==> src/design/tmg_pkg.sv <==
package tmg_pkg;

    localparam int VALUE_WIDTH  = 16;
    localparam int DIFF_WIDTH   = VALUE_WIDTH + 1;
    localparam int UMAG_WIDTH   = DIFF_WIDTH + VALUE_WIDTH;
    localparam int MEMB_WIDTH   = 16;
    localparam int SQ_WIDTH     = 31;
    localparam int COMMON_WIDTH = 15;
    localparam int GRAD_WIDTH   = 32;
    localparam int SEG_SHIFT    = 13;
    localparam int SEG_BITS     = 5;
    localparam int RANGE_SHIFT  = SEG_SHIFT + SEG_BITS;
    localparam int INTERP_WIDTH = 25;
    localparam int CFG_INDEX_WIDTH = 2;
    localparam int IN_DATA_WIDTH   = 16;
    localparam int OUT_DATA_WIDTH  = MEMB_WIDTH + 2 * GRAD_WIDTH;

    localparam logic [VALUE_WIDTH-1:0] CROSSPOINT_RESET = 16'h0000;
    localparam logic [VALUE_WIDTH-1:0] SLOPE_RESET      = 16'h0100;
    localparam logic [MEMB_WIDTH-1:0]  ONE_Q15          = 16'd32768;
    localparam logic [MEMB_WIDTH:0]    HALF_ROUND       = 17'd32769;
    localparam logic [31:0]            COMMON_BIAS      = 32'h4000_8000;
    localparam logic [INTERP_WIDTH-1:0] INTERP_ROUND    = 25'd4096;
    localparam logic [32:0]            GRAD_ROUND       = 33'd128;

    typedef enum logic [CFG_INDEX_WIDTH-1:0] {
        REG_CROSSPOINT = 2'd0,
        REG_SLOPE      = 2'd1
    } cfg_reg_t;

    typedef struct packed {
        logic [UMAG_WIDTH-1:0]  u_mag;
        logic [DIFF_WIDTH-1:0]  d_mag;
        logic [VALUE_WIDTH-1:0] s_mag;
        logic                   u_neg;
        logic                   d_neg;
        logic                   s_pos;
    } front_t;

    typedef struct packed {
        logic [MEMB_WIDTH-1:0]  memb;
        logic [SQ_WIDTH-1:0]    sq;
        logic [DIFF_WIDTH-1:0]  d_mag;
        logic [VALUE_WIDTH-1:0] s_mag;
        logic                   d_neg;
        logic                   s_pos;
    } tanh_t;

    function automatic logic [MEMB_WIDTH-1:0] tanh_base(input logic [SEG_BITS:0] idx);
        logic [MEMB_WIDTH-1:0] v;
        unique case (idx)
            6'd0:    v = 16'd0;
            6'd1:    v = 16'd4075;
            6'd2:    v = 16'd8026;
            6'd3:    v = 16'd11743;
            6'd4:    v = 16'd15143;
            6'd5:    v = 16'd18173;
            6'd6:    v = 16'd20813;
            6'd7:    v = 16'd23066;
            6'd8:    v = 16'd24956;
            6'd9:    v = 16'd26519;
            6'd10:   v = 16'd27797;
            6'd11:   v = 16'd28830;
            6'd12:   v = 16'd29660;
            6'd13:   v = 16'd30322;
            6'd14:   v = 16'd30847;
            6'd15:   v = 16'd31262;
            6'd16:   v = 16'd31589;
            6'd17:   v = 16'd31846;
            6'd18:   v = 16'd32048;
            6'd19:   v = 16'd32206;
            6'd20:   v = 16'd32329;
            6'd21:   v = 16'd32426;
            6'd22:   v = 16'd32501;
            6'd23:   v = 16'd32560;
            6'd24:   v = 16'd32606;
            6'd25:   v = 16'd32642;
            6'd26:   v = 16'd32670;
            6'd27:   v = 16'd32691;
            6'd28:   v = 16'd32708;
            6'd29:   v = 16'd32721;
            6'd30:   v = 16'd32732;
            6'd31:   v = 16'd32740;
            default: v = 16'd32746;
        endcase
        return v;
    endfunction

endpackage

==> src/design/tmg_front.sv <==
module tmg_front (
    input  logic                                clk,
    input  logic                                rst_n,
    input  logic                                in_valid,
    output logic                                in_ready,
    input  logic signed [tmg_pkg::VALUE_WIDTH-1:0] sample,
    input  logic signed [tmg_pkg::VALUE_WIDTH-1:0] crosspoint,
    input  logic signed [tmg_pkg::VALUE_WIDTH-1:0] slope,
    output logic                                out_valid,
    input  logic                                out_ready,
    output tmg_pkg::front_t                     out_data
);
    import tmg_pkg::*;

    logic                   s1_vld_reg;
    logic [DIFF_WIDTH-1:0]  s1_d_mag_reg;
    logic [DIFF_WIDTH-1:0]  s1_d_mag_next;
    logic [VALUE_WIDTH-1:0] s1_s_mag_reg;
    logic [VALUE_WIDTH-1:0] s1_s_mag_next;
    logic                   s1_d_neg_reg;
    logic                   s1_d_neg_next;
    logic                   s1_s_neg_reg;
    logic                   s1_s_neg_next;
    logic                   s1_s_pos_reg;
    logic                   s1_s_pos_next;
    logic [DIFF_WIDTH-1:0]  diff;
    logic [VALUE_WIDTH-1:0] slope_bits;
    logic                   s1_ready;

    logic                   s2_vld_reg;
    front_t                 s2_data_reg;
    front_t                 s2_data_next;
    logic                   s2_ready;

    assign s2_ready = !s2_vld_reg || out_ready;
    assign s1_ready = !s1_vld_reg || s2_ready;
    assign in_ready = s1_ready;

    always_comb
    begin
        diff          = {sample[VALUE_WIDTH-1], sample} - {crosspoint[VALUE_WIDTH-1], crosspoint};
        slope_bits    = slope;
        s1_d_neg_next = diff[DIFF_WIDTH-1];
        s1_d_mag_next = s1_d_neg_next ? (~diff + 17'd1) : diff;
        s1_s_neg_next = slope_bits[VALUE_WIDTH-1];
        s1_s_mag_next = s1_s_neg_next ? (~slope_bits + 16'd1) : slope_bits;
        s1_s_pos_next = !s1_s_neg_next && (slope_bits != '0);
    end

    always_ff @(posedge clk or negedge rst_n)
    begin
        if (!rst_n)
        begin
            s1_vld_reg <= 1'b0;
        end
        else if (s1_ready)
        begin
            s1_vld_reg <= in_valid;
        end
    end

    always_ff @(posedge clk)
    begin
        if (s1_ready && in_valid)
        begin
            s1_d_mag_reg <= s1_d_mag_next;
            s1_s_mag_reg <= s1_s_mag_next;
            s1_d_neg_reg <= s1_d_neg_next;
            s1_s_neg_reg <= s1_s_neg_next;
            s1_s_pos_reg <= s1_s_pos_next;
        end
    end

    always_comb
    begin
        s2_data_next.u_mag = UMAG_WIDTH'(s1_d_mag_reg) * UMAG_WIDTH'(s1_s_mag_reg);
        s2_data_next.d_mag = s1_d_mag_reg;
        s2_data_next.s_mag = s1_s_mag_reg;
        s2_data_next.u_neg = s1_d_neg_reg ^ s1_s_neg_reg;
        s2_data_next.d_neg = s1_d_neg_reg;
        s2_data_next.s_pos = s1_s_pos_reg;
    end

    always_ff @(posedge clk or negedge rst_n)
    begin
        if (!rst_n)
        begin
            s2_vld_reg <= 1'b0;
        end
        else if (s2_ready)
        begin
            s2_vld_reg <= s1_vld_reg;
        end
    end

    always_ff @(posedge clk)
    begin
        if (s2_ready && s1_vld_reg)
        begin
            s2_data_reg <= s2_data_next;
        end
    end

    assign out_valid = s2_vld_reg;
    assign out_data  = s2_data_reg;

endmodule

==> src/design/tmg_tanh.sv <==
module tmg_tanh (
    input  logic            clk,
    input  logic            rst_n,
    input  logic            in_valid,
    output logic            in_ready,
    input  tmg_pkg::front_t in_data,
    output logic            out_valid,
    input  logic            out_ready,
    output tmg_pkg::tanh_t  out_data
);
    import tmg_pkg::*;

    logic                    s3_vld_reg;
    logic [MEMB_WIDTH-1:0]   s3_tm_reg;
    logic [MEMB_WIDTH-1:0]   s3_tm_next;
    logic [DIFF_WIDTH-1:0]   s3_d_mag_reg;
    logic [VALUE_WIDTH-1:0]  s3_s_mag_reg;
    logic                    s3_u_neg_reg;
    logic                    s3_d_neg_reg;
    logic                    s3_s_pos_reg;
    logic                    s3_ready;

    logic                    beyond;
    logic [SEG_BITS:0]       seg;
    logic [SEG_SHIFT-1:0]    offset;
    logic [MEMB_WIDTH-1:0]   v0;
    logic [MEMB_WIDTH-1:0]   v1;
    logic [MEMB_WIDTH-1:0]   step_full;
    logic [11:0]             step;
    logic [INTERP_WIDTH-1:0] interp;

    logic                    s4_vld_reg;
    tanh_t                   s4_data_reg;
    tanh_t                   s4_data_next;
    logic                    s4_ready;
    logic [MEMB_WIDTH:0]     half_sum;
    logic [31:0]             sq_full;

    assign s4_ready = !s4_vld_reg || out_ready;
    assign s3_ready = !s3_vld_reg || s4_ready;
    assign in_ready = s3_ready;

    always_comb
    begin
        beyond     = |in_data.u_mag[UMAG_WIDTH-1:RANGE_SHIFT];
        seg        = {1'b0, in_data.u_mag[RANGE_SHIFT-1:SEG_SHIFT]};
        offset     = in_data.u_mag[SEG_SHIFT-1:0];
        v0         = tanh_base(seg);
        v1         = tanh_base(seg + 6'd1);
        step_full  = v1 - v0;
        step       = step_full[11:0];
        interp     = INTERP_WIDTH'(step) * INTERP_WIDTH'(offset) + INTERP_ROUND;
        s3_tm_next = beyond ? ONE_Q15
                            : v0 + MEMB_WIDTH'(interp[INTERP_WIDTH-1:SEG_SHIFT]);
    end

    always_ff @(posedge clk or negedge rst_n)
    begin
        if (!rst_n)
        begin
            s3_vld_reg <= 1'b0;
        end
        else if (s3_ready)
        begin
            s3_vld_reg <= in_valid;
        end
    end

    always_ff @(posedge clk)
    begin
        if (s3_ready && in_valid)
        begin
            s3_tm_reg    <= s3_tm_next;
            s3_d_mag_reg <= in_data.d_mag;
            s3_s_mag_reg <= in_data.s_mag;
            s3_u_neg_reg <= in_data.u_neg;
            s3_d_neg_reg <= in_data.d_neg;
            s3_s_pos_reg <= in_data.s_pos;
        end
    end

    always_comb
    begin
        half_sum = s3_u_neg_reg ? (HALF_ROUND - 17'(s3_tm_reg))
                                : (HALF_ROUND + 17'(s3_tm_reg));
        sq_full  = 32'(s3_tm_reg) * 32'(s3_tm_reg);
        s4_data_next.memb  = half_sum[MEMB_WIDTH:1];
        s4_data_next.sq    = sq_full[SQ_WIDTH-1:0];
        s4_data_next.d_mag = s3_d_mag_reg;
        s4_data_next.s_mag = s3_s_mag_reg;
        s4_data_next.d_neg = s3_d_neg_reg;
        s4_data_next.s_pos = s3_s_pos_reg;
    end

    always_ff @(posedge clk or negedge rst_n)
    begin
        if (!rst_n)
        begin
            s4_vld_reg <= 1'b0;
        end
        else if (s4_ready)
        begin
            s4_vld_reg <= s3_vld_reg;
        end
    end

    always_ff @(posedge clk)
    begin
        if (s4_ready && s3_vld_reg)
        begin
            s4_data_reg <= s4_data_next;
        end
    end

    assign out_valid = s4_vld_reg;
    assign out_data  = s4_data_reg;

endmodule

==> src/design/tmg_grad.sv <==
module tmg_grad (
    input  logic                               clk,
    input  logic                               rst_n,
    input  logic                               in_valid,
    output logic                               in_ready,
    input  tmg_pkg::tanh_t                     in_data,
    output logic                               out_valid,
    input  logic                               out_ready,
    output logic [tmg_pkg::MEMB_WIDTH-1:0]     membership,
    output logic signed [tmg_pkg::GRAD_WIDTH-1:0] grad_cross,
    output logic signed [tmg_pkg::GRAD_WIDTH-1:0] grad_slope
);
    import tmg_pkg::*;

    logic                    s5_vld_reg;
    logic [COMMON_WIDTH-1:0] s5_common_reg;
    logic [COMMON_WIDTH-1:0] s5_common_next;
    logic [MEMB_WIDTH-1:0]   s5_memb_reg;
    logic [DIFF_WIDTH-1:0]   s5_d_mag_reg;
    logic [VALUE_WIDTH-1:0]  s5_s_mag_reg;
    logic                    s5_d_neg_reg;
    logic                    s5_s_pos_reg;
    logic                    s5_ready;
    logic [31:0]             common_full;

    logic                    s6_vld_reg;
    logic [30:0]             s6_pc_reg;
    logic [30:0]             s6_pc_next;
    logic [31:0]             s6_ps_reg;
    logic [31:0]             s6_ps_next;
    logic [MEMB_WIDTH-1:0]   s6_memb_reg;
    logic                    s6_d_neg_reg;
    logic                    s6_s_pos_reg;
    logic                    s6_ready;

    logic                    s7_vld_reg;
    logic [MEMB_WIDTH-1:0]   s7_memb_reg;
    logic [GRAD_WIDTH-1:0]   s7_gc_reg;
    logic [GRAD_WIDTH-1:0]   s7_gc_next;
    logic [GRAD_WIDTH-1:0]   s7_gs_reg;
    logic [GRAD_WIDTH-1:0]   s7_gs_next;
    logic                    s7_ready;
    logic [32:0]             gc_round;
    logic [32:0]             gs_round;
    logic [GRAD_WIDTH-1:0]   gc_mag;
    logic [GRAD_WIDTH-1:0]   gs_mag;

    assign s7_ready = !s7_vld_reg || out_ready;
    assign s6_ready = !s6_vld_reg || s7_ready;
    assign s5_ready = !s5_vld_reg || s6_ready;
    assign in_ready = s5_ready;

    always_comb
    begin
        common_full    = COMMON_BIAS - 32'(in_data.sq);
        s5_common_next = common_full[30:16];
    end

    always_ff @(posedge clk or negedge rst_n)
    begin
        if (!rst_n)
        begin
            s5_vld_reg <= 1'b0;
        end
        else if (s5_ready)
        begin
            s5_vld_reg <= in_valid;
        end
    end

    always_ff @(posedge clk)
    begin
        if (s5_ready && in_valid)
        begin
            s5_common_reg <= s5_common_next;
            s5_memb_reg   <= in_data.memb;
            s5_d_mag_reg  <= in_data.d_mag;
            s5_s_mag_reg  <= in_data.s_mag;
            s5_d_neg_reg  <= in_data.d_neg;
            s5_s_pos_reg  <= in_data.s_pos;
        end
    end

    always_comb
    begin
        s6_pc_next = 31'(s5_common_reg) * 31'(s5_s_mag_reg);
        s6_ps_next = 32'(s5_common_reg) * 32'(s5_d_mag_reg);
    end

    always_ff @(posedge clk or negedge rst_n)
    begin
        if (!rst_n)
        begin
            s6_vld_reg <= 1'b0;
        end
        else if (s6_ready)
        begin
            s6_vld_reg <= s5_vld_reg;
        end
    end

    always_ff @(posedge clk)
    begin
        if (s6_ready && s5_vld_reg)
        begin
            s6_pc_reg    <= s6_pc_next;
            s6_ps_reg    <= s6_ps_next;
            s6_memb_reg  <= s5_memb_reg;
            s6_d_neg_reg <= s5_d_neg_reg;
            s6_s_pos_reg <= s5_s_pos_reg;
        end
    end

    // Both magnitudes stay well below 2^31, so the sign can be applied without clipping.
    always_comb
    begin
        gc_round   = 33'(s6_pc_reg) + GRAD_ROUND;
        gs_round   = 33'(s6_ps_reg) + GRAD_ROUND;
        gc_mag     = GRAD_WIDTH'(gc_round[32:8]);
        gs_mag     = GRAD_WIDTH'(gs_round[32:8]);
        s7_gc_next = s6_s_pos_reg ? (~gc_mag + 32'd1) : gc_mag;
        s7_gs_next = s6_d_neg_reg ? (~gs_mag + 32'd1) : gs_mag;
    end

    always_ff @(posedge clk or negedge rst_n)
    begin
        if (!rst_n)
        begin
            s7_vld_reg <= 1'b0;
        end
        else if (s7_ready)
        begin
            s7_vld_reg <= s6_vld_reg;
        end
    end

    always_ff @(posedge clk)
    begin
        if (s7_ready && s6_vld_reg)
        begin
            s7_memb_reg <= s6_memb_reg;
            s7_gc_reg   <= s7_gc_next;
            s7_gs_reg   <= s7_gs_next;
        end
    end

    assign out_valid  = s7_vld_reg;
    assign membership = s7_memb_reg;
    assign grad_cross = s7_gc_reg;
    assign grad_slope = s7_gs_reg;

    a_common_range: assert property (@(posedge clk) disable iff (!rst_n)
        s5_vld_reg |-> (s5_common_reg <= 15'd16384))
        else $error("common factor above one half");

    a_memb_range: assert property (@(posedge clk) disable iff (!rst_n)
        out_valid |-> (membership <= ONE_Q15))
        else $error("membership above one");

    a_rail_flat: assert property (@(posedge clk) disable iff (!rst_n)
        (out_valid && (membership == '0 || membership == ONE_Q15))
        |-> (grad_cross == '0 && grad_slope == '0))
        else $error("gradient not zero at a saturated membership");

endmodule

==> src/design/tanh_membership_with_gradient.sv <==
// Channel  Direction  Payload
// s_axis   in         tdata[15:0] sample
// m_axis   out        tdata[15:0] membership, [47:16] grad_cross, [79:48] grad_slope
// cfg      in         cfg_index 0 crosspoint, 1 slope; other indexes are ignored
//
// One item is taken per cycle while s_axis_tready is high; a stall at m_axis can hold it low.
// Each item passes through seven register stages: difference, product, table
// interpolation, square, common factor, gradient products and the output register.
// Reset clears the stage valid bits and loads crosspoint 0 and slope 1.0.
// A stall at m_axis holds every stage whose successor is full; no item is lost.
module tanh_membership_with_gradient (
    input  logic                                 clk,
    input  logic                                 rst_n,
    input  logic                                 s_axis_tvalid,
    output logic                                 s_axis_tready,
    input  logic [tmg_pkg::IN_DATA_WIDTH-1:0]    s_axis_tdata,   // sample
    output logic                                 m_axis_tvalid,
    input  logic                                 m_axis_tready,
    output logic [tmg_pkg::OUT_DATA_WIDTH-1:0]   m_axis_tdata,   // membership, grad_cross, grad_slope
    input  logic                                 cfg_we,
    input  logic [tmg_pkg::CFG_INDEX_WIDTH-1:0]  cfg_index,
    input  logic [tmg_pkg::VALUE_WIDTH-1:0]      cfg_data
);
    import tmg_pkg::*;

    logic signed [VALUE_WIDTH-1:0] crosspoint_reg;
    logic signed [VALUE_WIDTH-1:0] slope_reg;
    logic signed [VALUE_WIDTH-1:0] sample;

    logic                          front_valid;
    logic                          front_ready;
    front_t                        front_data;
    logic                          tanh_valid;
    logic                          tanh_ready;
    tanh_t                         tanh_data;
    logic [MEMB_WIDTH-1:0]         membership;
    logic signed [GRAD_WIDTH-1:0]  grad_cross;
    logic signed [GRAD_WIDTH-1:0]  grad_slope;

    always_ff @(posedge clk or negedge rst_n)
    begin
        if (!rst_n)
        begin
            crosspoint_reg <= CROSSPOINT_RESET;
            slope_reg      <= SLOPE_RESET;
        end
        else if (cfg_we)
        begin
            unique case (cfg_index)
                REG_CROSSPOINT: crosspoint_reg <= cfg_data;
                REG_SLOPE:      slope_reg      <= cfg_data;
                default:        ;
            endcase
        end
    end

    assign sample = s_axis_tdata;

    tmg_front u_front (
        .clk        (clk),
        .rst_n      (rst_n),
        .in_valid   (s_axis_tvalid),
        .in_ready   (s_axis_tready),
        .sample     (sample),
        .crosspoint (crosspoint_reg),
        .slope      (slope_reg),
        .out_valid  (front_valid),
        .out_ready  (front_ready),
        .out_data   (front_data)
    );

    tmg_tanh u_tanh (
        .clk       (clk),
        .rst_n     (rst_n),
        .in_valid  (front_valid),
        .in_ready  (front_ready),
        .in_data   (front_data),
        .out_valid (tanh_valid),
        .out_ready (tanh_ready),
        .out_data  (tanh_data)
    );

    tmg_grad u_grad (
        .clk        (clk),
        .rst_n      (rst_n),
        .in_valid   (tanh_valid),
        .in_ready   (tanh_ready),
        .in_data    (tanh_data),
        .out_valid  (m_axis_tvalid),
        .out_ready  (m_axis_tready),
        .membership (membership),
        .grad_cross (grad_cross),
        .grad_slope (grad_slope)
    );

    assign m_axis_tdata = {grad_slope, grad_cross, membership};

endmodule
==> config.mk <==
export PLATFORM = sky130hd
export DESIGN_NAME = tanh_membership_with_gradient
export DESIGN_NICKNAME = d
export VERILOG_FILES = /design/src/design/tmg_pkg.sv /design/src/design/tmg_front.sv /design/src/design/tmg_tanh.sv /design/src/design/tmg_grad.sv /design/src/design/tanh_membership_with_gradient.sv
export SDC_FILE = /design/constraint.sdc
export NUM_CORES = 2
export LEC_CHECK = 0
export BUFFER_PORTS_ARGS = -buffer_cell sky130_fd_sc_hd__clkbuf_2
export CORE_UTILIZATION = 62
export CTS_CLUSTER_DIAMETER = 30
export CTS_CLUSTER_SIZE = 10
export DETAILED_ROUTE_END_ITERATION = 12
export PLACE_DENSITY = 0.79
export REMOVE_ABC_BUFFERS = 1
export SYNTH_ARGS = -nofsm -noshare
export SYNTH_HDL_FRONTEND = slang
export SYNTH_HIERARCHICAL = 1
export SYNTH_SLANG_ARGS = --single-unit
==> constraint.sdc <==
create_clock -name clk -period 16.35 [get_ports clk]
set_clock_uncertainty 0.05 [all_clocks]
set_input_delay 2.4525 -clock clk [delete_from_list [all_inputs] [get_ports clk]]
set_output_delay 2.4525 -clock clk [all_outputs]
set_load 0.005 [all_outputs]
==> out/results.ini <==
[die]
die_y_um=312
ios=121
start_util_pct=62.6
core_area_um2=95000
die_area_um2=97100
dieWidth_um=312
rows=113

[layout]
largest_register_ff_count=81
nets=7424
layout_commonest_cell=inv_1
num_antenna_cells=0
area_growth_pct=8.09
drive_gt1_share_pct=6.98
mostFrequentLayoutCells=inv_1 (1153), fa_1 (855), nand2_1 (611)
final_cells=7352

[yosys]
yosys_warnings=6
synth_area_leaders=fa_1 (29%), edfxtp_1 (23%), ha_1 (11%)
ys.flop_type=edfxtp_1
yosysSeqAreaShare_pct=24.4
netlist_area_um2=59500
syn_area_per_cell_um2=9.96
synth_cells=5969
netlist.area_leader.share_pct=28.8
async_flop_share_pct=7.96
synth_largest_area_cell=fa_1
ys_types=104
ys_ff_latch=490
synth_edf_count=451

[timing]
maxSlewHeadroom_pct=23.0
worst_slack_ns=4.86
min_period_ns=11.49
rsz0062_at_grt=no
hold_viol=0
worst_slew_pin_slew_ns=1.15
holdWs_ns=0.348
max_freq_mhz=87.1
min_period_over_period_pct=70.2
finalSetupTns_ns=0
finalMaxSlewViolations=0
setup_viol=0

[outcome]
status=finished, final reports clean

[cts]
cts.path.max_buffers=3
cts_inserted_buffers=96
worstSkewPairLatency_ns=0.68
clk_pin_slew_ns=0.05
htree_levels=3
numClockSinks=490
cts_hold_buf=0
post_cts_buffers=0
cts.repair.resized=0
cts_root_buf=clkbuf_16
cts_tree=done

[setup_path]
r2r_cells=39
rr_endpoint=u_tanh/s3_tm_reg[12]$_SDFFCE_PP0P_
path_class=register to register
cp-start-kind=register
required_ns=16.70
r2r_start=u_front/out_data[50]$_DFFE_PP_
path_max_fanout=24
cp-startpoint=u_front/out_data[50]$_DFFE_PP_
cp_common_cell=fa_1
slowest_stage=o21ai_1
end_kind=register
crit_path_max_incr_delay_ns=0.89
arrival_ns=11.84
rrSetupSlack_ns=4.86

[grt]
grt_pass1_wl_um=223000
globalRouteOverflowTotal=0
grt_pass1_vias=44600
grt_max_degree=79
track_usage_pct=28.5
antenna_found_initial=1

[hold_path]
min_path_cells=0
holdPathEnd=u_tanh/out_data[13]$_DFFE_PP_
min_from=u_tanh/s3_s_mag_reg[11]$_DFFE_PP_
hold_path_class=register to register

[detailed_routing]
met1_length_um=53900
first_iter_violations=3073
vias=41800
wl_um=133000
highest_layer=met4
route.met2.wl_um=65600
detail_route.wl_per_cell_um=18.1
dr.pass1.iters=5
wl_met3_um=8620
ant_nets=0
vias_per_cell=5.68
route.detailed.drc=0

[placement]
routabilityCongestion=0.895
portBuffers=120
placed_cells=7177
hpwl_um=99000
place_ws_ns=5.11

[flow_run]
maxCapViolCount=0

==> routing by layer <==
metal  vias to the layer above  GRT usage [%]
met4                         0           10.5
met5                         -              0
li1                      19000              -
met1                     20900           37.1
met3                       313           4.21
met2                      1488           48.5
==> kinds of logic (layout without fill, tap and decap cells) <==
logic type	after synthesis	count (layout)	synth area share, %
mux	47	47	0.871
fa+ha+maj	1375	1375	39.7
buf+inv	1394	1512	8.90
compound gates	616	616	6.77
other cells	1	1	0.00631
simple gates	1755	1755	15.0
xor+xnor	291	291	4.30
flops	490	490	24.4
==> critical path, delay by kind of cell (launching register included) <==
kind	cells	cell delay, ns
adders and majority gates	12	5.20
AOI/OAI and AO/OA	16	4.03
DFF	1	0.73
and+or+nand+nor	5	0.60
buffers and inverters	4	0.36
xor gates and xnor gates	2	0.24
==> metrics by stage <==
stage | area, µm² | util (%)
2_1_floorplan | 58500 | -
3_3_place_gp | 61100 | 64.3
3_5_place_dp | 61100 | 64.3
4_1_cts | 64300 | 67.6
5_1_grt | 64300 | 67.6
6_report | 64300 | 67.6
==> synthesized netlist by cell type, types with 7 or more instances <==
| library cell | instances |
|---|---|
| ha_1 | 520 |
| and2_1 | 501 |
| nor4_1 | 16 |
| a211oi_1 | 20 |
| nand3b_1 | 10 |
| or2_2 | 10 |
| nand2_1 | 611 |
| mux2i_1 | 9 |
| nor3_1 | 74 |
| and3_1 | 58 |
| a21boi_0 | 9 |
| o22ai_1 | 8 |
| inv_1 | 1153 |
| o21bai_1 | 19 |
| o31a_1 | 7 |
| a311oi_1 | 12 |
| o21a_1 | 31 |
| mux2_2 | 38 |
| nor2b_1 | 25 |
| or3_1 | 10 |
| a21o_1 | 58 |
| xnor2_1 | 204 |
| nand2b_1 | 61 |
| buf_1 | 8 |
| edfxtp_1 | 451 |
| nor2_1 | 214 |
| dfrtp_1 | 38 |
| fa_1 | 855 |
| a31oi_1 | 26 |
| o21ai_0 | 136 |
| nand3_1 | 81 |
| clkinv_1 | 7 |
| clkbuf_1 | 202 |
| o211ai_1 | 9 |
| nand4_1 | 24 |
| or4_1 | 11 |
| and4_1 | 8 |
| a21oi_1 | 166 |
| o31ai_1 | 21 |
| a211o_1 | 9 |
| xor2_1 | 86 |
| buf_2 | 16 |
==> layout make-up <==
cell class,count,area (µm²)
clock inverters,69,659
clock buffers,106,2470
fillers,7163,30700
well taps,1265,1580
flip-flops and latches,490,14500
multi-input cells,4085,39700
repair buffers,176,1020
inverters,1161,4360
==> worst max-delay path by stage <==
stage,depth (start not counted),slack [ns],to
5_1_grt,39,4.11,u_tanh/s3_tm_reg[14]$_SDFFCE_PP0P_
3_5_place_dp,39,5.11,u_tanh/s3_tm_reg[12]$_SDFFCE_PP0P_
6_report,39,4.86,u_tanh/s3_tm_reg[12]$_SDFFCE_PP0P_
4_1_cts,39,5.05,u_tanh/s3_tm_reg[12]$_SDFFCE_PP0P_
2_1_floorplan,37,6.17,u_tanh/s3_tm_reg[12]$_SDFFCE_PP0P_
3_3_place_gp,39,5.36,u_tanh/s3_tm_reg[12]$_SDFFCE_PP0P_
Power is left out: the tool's default activity adds up to more than one toggle a clock period on the data nets, which glitch-free logic cannot reach.
